$ cat config.mk
export PLATFORM = sky130hd
export DESIGN_NAME = adc_ctrl
export DESIGN_NICKNAME = d
export VERILOG_FILES = /design/src/design/adc_pkg.sv /design/src/design/adc_ctrl.sv
export SDC_FILE = /design/constraint.sdc
export NUM_CORES = 1
export LEC_CHECK = 0
export BUFFER_PORTS_ARGS = -buffer_cell sky130_fd_sc_hd__buf_2
export CORE_UTILIZATION = 54
export CTS_BUF_LIST = sky130_fd_sc_hd__clkbuf_4 sky130_fd_sc_hd__clkbuf_8
export DETAILED_ROUTE_END_ITERATION = 6
export GPL_TIMING_DRIVEN = 0
export PLACE_DENSITY = 0.89
export SLEW_MARGIN = 5
export SYNTH_ARGS = -nofsm -noshare
export SYNTH_HDL_FRONTEND = slang
export SYNTH_SLANG_ARGS = --single-unit
$ cat constraint.sdc
create_clock -name clk -period 9.2 [get_ports clk]
set_clock_uncertainty 0.1 [all_clocks]
set_input_delay 0.46 -clock clk [delete_from_list [all_inputs] [get_ports clk]]
set_output_delay 0.46 -clock clk [all_outputs]
set_load 0.005 [all_outputs]
$ cat src/design/adc_pkg.sv
package adc_pkg;

	localparam int WindowBytes = 65536;
	localparam int AddrW = $clog2(WindowBytes);
	localparam int CntW = 25;
	localparam logic [CntW-1:0] LimitReset = CntW'(65536);

	localparam logic [1:0] StOk = 2'd0;
	localparam logic [1:0] StDist = 2'd1;
	localparam logic [1:0] StOvf = 2'd2;
	localparam logic [1:0] StTrunc = 2'd3;

	typedef enum logic [1:0] {
		PH_CMD  = 2'd0,
		PH_LIT  = 2'd1,
		PH_HIGH = 2'd2,
		PH_LOW  = 2'd3
	} phase_t;

	// controller -> datapath
	typedef struct packed {
		logic       clear;     // reset block state
		logic       load_cmd;  // latch command byte fields
		logic       load_high; // latch distance high byte
		logic       lit_write; // write literal into history
		logic       copy_start;// latch source address, start copy
		logic       copy_read; // read one copy byte from history
		logic       copy_step; // write one copy byte
		logic       emit;      // load output register
		logic [2:0] emit_cnt;
		logic       emit_end;
		logic [1:0] emit_status;
		logic       emit_lit;  // emit the literal byte
	} dp_cmd_t;

	// datapath -> controller
	typedef struct packed {
		logic [CntW-1:0] produced;
		logic [6:0]      match_len;
		logic [7:0]      dist_high;
		logic [7:0]      lit_left;
		logic [1:0]      grp;
	} dp_stat_t;

endpackage

$ cat src/design/adc_ctrl.sv
module adc_ctrl
	import adc_pkg::*;
(
	input  logic            clk,
	input  logic            arst_n,
	input  logic            in_valid,
	output logic            in_ready,
	input  logic [7:0]      in_byte,
	input  logic            in_last,
	input  logic [CntW-1:0] limit,
	input  dp_stat_t        stat,
	output dp_cmd_t         cmd,
	output logic            out_valid,
	input  logic            out_ready
);

	typedef enum logic [1:0] {S_IN, S_RD, S_COPY} state_t;

	state_t      state_q;
	phase_t      phase_q;
	logic        err_q;
	logic        last_q;
	logic        ov_q;
	logic        acc;
	logic        out_free;
	logic        set_err;
	logic        emit_now;
	logic [16:0] copy_dist;
	logic [CntW:0] need_lit;
	logic [CntW:0] need_copy;

	assign out_free = !ov_q || out_ready;
	assign in_ready = (state_q == S_IN) && out_free;
	assign acc = in_valid && in_ready;
	assign out_valid = ov_q;
	assign copy_dist = {1'b0, stat.dist_high, in_byte} + 17'd1;
	assign need_lit = {1'b0, stat.produced} + (CntW+1)'(in_byte[6:0]) + (CntW+1)'(1);
	assign need_copy = {1'b0, stat.produced} + (CntW+1)'(stat.match_len);
	// a group goes out after its fourth byte or the last byte of the match
	assign emit_now = (stat.match_len == 7'd1) || (stat.grp == 2'd3);

	always_comb begin
		cmd = '0;
		set_err = 1'b0;
		unique case (state_q)
			S_IN: if (acc) begin
				if (err_q) begin
					cmd.clear = in_last;
				end else begin
					unique case (phase_q)
						PH_CMD: begin
							if (stat.produced >= limit) begin
								// output full: clean end, rest of the block is dropped
								cmd.emit = 1'b1; cmd.emit_end = 1'b1; cmd.emit_status = StOk;
							end else if (in_last) begin
								cmd.emit = 1'b1; cmd.emit_end = 1'b1; cmd.emit_status = StTrunc;
							end else if (in_byte[7] && need_lit > {1'b0, limit}) begin
								cmd.emit = 1'b1; cmd.emit_end = 1'b1; cmd.emit_status = StOvf;
							end else cmd.load_cmd = 1'b1;
						end
						PH_LIT: begin
							if (in_last && stat.lit_left > 8'd1) begin
								cmd.emit = 1'b1; cmd.emit_end = 1'b1; cmd.emit_status = StTrunc;
							end else begin
								cmd.lit_write = 1'b1; cmd.emit = 1'b1; cmd.emit_lit = 1'b1;
								cmd.emit_cnt = 3'd1; cmd.emit_end = in_last;
							end
						end
						PH_HIGH: begin
							if (in_last) begin
								cmd.emit = 1'b1; cmd.emit_end = 1'b1; cmd.emit_status = StTrunc;
							end else cmd.load_high = 1'b1;
						end
						PH_LOW: begin
							if (({8'd0, copy_dist} > stat.produced) ||
									(copy_dist > 17'(WindowBytes))) begin
								cmd.emit = 1'b1; cmd.emit_end = 1'b1; cmd.emit_status = StDist;
							end else if (need_copy > {1'b0, limit}) begin
								cmd.emit = 1'b1; cmd.emit_end = 1'b1; cmd.emit_status = StOvf;
							end else cmd.copy_start = 1'b1;
						end
						default: ;
					endcase
					// an end before the last byte means the rest of the block is dropped
					cmd.clear = in_last && cmd.emit_end;
					set_err = !in_last && cmd.emit_end;
				end
			end
			S_RD: cmd.copy_read = 1'b1;
			S_COPY: if (out_free || !emit_now) begin
				cmd.copy_step = 1'b1;
				cmd.emit = emit_now;
				cmd.emit_cnt = {1'b0, stat.grp} + 3'd1;
				cmd.emit_end = (stat.match_len == 7'd1) && last_q;
				cmd.clear = cmd.emit_end;
			end
			default: ;
		endcase
	end

	always_ff @(posedge clk or negedge arst_n) begin
		if (!arst_n) begin
			state_q <= S_IN;
			phase_q <= PH_CMD;
			err_q <= 1'b0;
			last_q <= 1'b0;
			ov_q <= 1'b0;
		end else begin
			if (cmd.emit) ov_q <= 1'b1;
			else if (out_ready) ov_q <= 1'b0;

			if (cmd.clear) begin
				phase_q <= PH_CMD;
				err_q <= 1'b0;
			end else if (set_err) begin
				err_q <= 1'b1;
			end else if (cmd.load_cmd) begin
				phase_q <= in_byte[7] ? PH_LIT : (in_byte[6] ? PH_HIGH : PH_LOW);
			end else if (cmd.lit_write && stat.lit_left == 8'd1) begin
				phase_q <= PH_CMD;
			end else if (cmd.load_high) begin
				phase_q <= PH_LOW;
			end else if (cmd.copy_step && stat.match_len == 7'd1) begin
				phase_q <= PH_CMD;
			end

			unique case (state_q)
				S_IN: if (cmd.copy_start) begin
					state_q <= S_RD;
					last_q <= in_last;
				end
				S_RD: state_q <= S_COPY;
				S_COPY: if (cmd.copy_step) begin
					state_q <= (stat.match_len == 7'd1) ? S_IN : S_RD;
				end
				default: state_q <= S_IN;
			endcase
		end
	end

endmodule

==> impl_results.md <==
- DRC viols: 0
- Bufs on Longest Clock Path: 2
- Critical Path Sink Type: output port
- Crit path from: stat[26]
- YS warnings: 0
- Die Span X: 92.6 um
- Clk Latency, worst-skew pair: 0.23 ns
- EDFF count, synth: 0
- Largest net degree at the start of global routing: 10
- CTS Root Cell: clkbuf_8
- Routed length per instance: 15.4 um
- Max_cap viols: 0
- Crit path launch type: input pin
- FF+latch count, synth: 7
- Top-area cell type share of the netlist area: 30.5%
- Initial Util: 56.5%
- Final Hold Fails: 0
- Async S/R FF share, synth: 100%
- CTS resizes: 0
- Final core occ: 65.5%
- Worst r2r src: out_valid
- Unique cell type count in the Yosys netlist: 62
- TritonCTS clock tree: done
- Synth area leaders: ha_1 30%, xnor2_1 8.9%, inv_1 5.0%
- CP Max Fanout: 6
- Worst-Margin Slew: 1.26 ns
- P_leak: 2.53 nW
- Row Count: 32
- Final worst path period need: 5.91 ns
- Max rail drop VDD: 53.0 uV
- Commonest cells post-synth: 108 x ha_1, 59 x inv_1, 49 x nand2_1
- Antenna violations before repair: 0
- Vias per cell: 6.07
- Total wire length: 12500 um
- Top-Level Pins: 105
- Core Footprint: 7850 um2
- Share of post-route cells with drive strength above 1: 16.9%
- Max Fclk: 0.169 GHz
- Hold Path Class: reg2reg
- Total negative slack: 0 ns
- Top_reg_cell synth: dfrtp_1
- First-pass GRT wire length: 19900 um
- Syn-to-layout area delta: 15.9%
- Design Power: 0.000420 W
- Pwr per Cell Area: 81.8 nW/um2
- RSZ-0062 raised after global routing: false
- Status: completed
- Max Slew Vio Count: 0
- WP data arrival: 5.35 ns
- Die Span Y: 92.6 um
- Cell accounting for the most synthesized area: ha_1
- CTS H-tree lvls: 1
- Hold_buf cts: 1
- Post-CTS setup buffers: 0
- Min-delay src: last_q
- Inserted Clock Buffers: 3
- Cell count after synthesis: 603
- Relative slew slack: 15.1%
- Setup WS pre-CTS: 3.39 ns
- Die Area: 8580 um2
- Crit path kind: in2out
- Final worst path period share: 64.2%
- Grt ovf: 0
- Vias in the first global route: 4570
- Detail Route Antenna Nets: 0
- Sequential area share after synthesis: 3.95%
- Post-synth net total: 801
- Drt pass-1 iters: 5
- Final worst slack: 3.29 ns
- CTS sink cnt: 7
- Clk slew on worst S/H paths: 0.04 ns
- Finished Cell Area: 5140 um2
- Total global-route track usage: 28.3%
- NumNets Final: 909
- Iter 0 DRT Violations: 287
- DP HPWL: 10700 um
- GPL Wtd Cong: 0.901
- Post-DP Area: 5070 um2
- Top-count cell post-synth: ha_1
- Detailed-route via count: 4931
- Final setup viols: 0
- I/O Buffers: 102
- Mapped Area: 4440 um2
- Required time of the critical path: 8.64 ns
- Syn_area_per_cell: 7.36 um2
- ANT cells: 0
==> stage by stage <==
step / instances / hold slack, ns
final: 812 / 0.459
after global routing: 812 / 0.452
after CTS: 812 / 0.431
after detailed placement: 807 / 0.205
after global placement: 807 / 0.202
after floorplan: 603 / 0.0644
==> report_power, final <==
part | total (W) | internal (W) | switching [W]
registers | 0.0000489 | 0.0000411 | 0.00000774
clock network | 0.0000476 | 0.0000330 | 0.0000146
logic | 0.000324 | 0.000141 | 0.000183
==> sequential cells by signal (all words and copies together), names as in the netlist <==
| name | flops |
|---|---|
| phase_q | 2 |
| state_q | 2 |
| err_q | 1 |
| last_q | 1 |
| out_valid | 1 |
==> critical path, stage by stage <==
cell	delay, ns
buf_2	0.15
ha_1	0.29
a21oi_1	0.18
o211ai_1	0.16
o41ai_1	1.02
nand2b_1	0.38
nor2_1	0.10
xor2_1	0.15
ha_1	0.30
and4_1	0.21
a221oi_1	0.42
o31a_1	0.20
o21ai_0	0.21
or3b_4	0.47
o2111a_1	0.32
a21o_1	0.18
buf_2	0.12
==> logic make-up after synthesis <==
logic type | after synthesis | share of synthesized area, %
xor gates and xnor gates | 62 | 12.2
and+or+nand+nor | 217 | 26.2
AOI/OAI and AO/OA | 131 | 19.7
buffers and inverters | 76 | 6.57
adders and majority gates | 110 | 31.4
DFF | 7 | 3.95
==> layout make-up <==
type                            count  area, um2
Tap cell                          102        128
Timing Repair Buffer              103        520
Fill cell                         681       2710
Sequential cell                     7        175
Multi-Input combinational cell    520       3980
Inverter                           60        225
Buffer                             16       66.3
Clock buffer                        4       48.8
==> final timing paths <==
path	endpoint	slack, ns	cells after the start
worst max-delay path	cmd[14]	3.29	17
worst min-delay path	err_q	0.46	1
worst max register to register	phase_q[1]	7.00	7
worst min register to register	err_q	0.46	1
max in group asynchronous	phase_q[1]	8.34	2
min in group asynchronous	state_q[1]	0.50	2
==> layer usage <==
layer  vias up  global-route usage (%)  part of all wire, %
li1       2421                       -                    -
met2       236                    50.4                   46
met1      2232                    35.9                   43
met5         -                       0                    0
met4         0                    7.31                  3.0
met3        42                    3.28                  7.9
==> layout by cell type, fill, tap and decap left out, types with 14 or more instances in the layout <==
master / netlist / routed
nand3_1: 29 / 29
inv_1: 59 / 59
nor2_1: 39 / 39
nor3_1: 14 / 14
xnor2_1: 45 / 45
a21oi_1: 39 / 39
xor2_1: 17 / 17
buf_2: 2 / 104
ha_1: 108 / 108
o21ai_0: 19 / 19
nand2_1: 49 / 49
nand4_1: 23 / 23
Note: power is estimated with default switching activity, not from simulation.
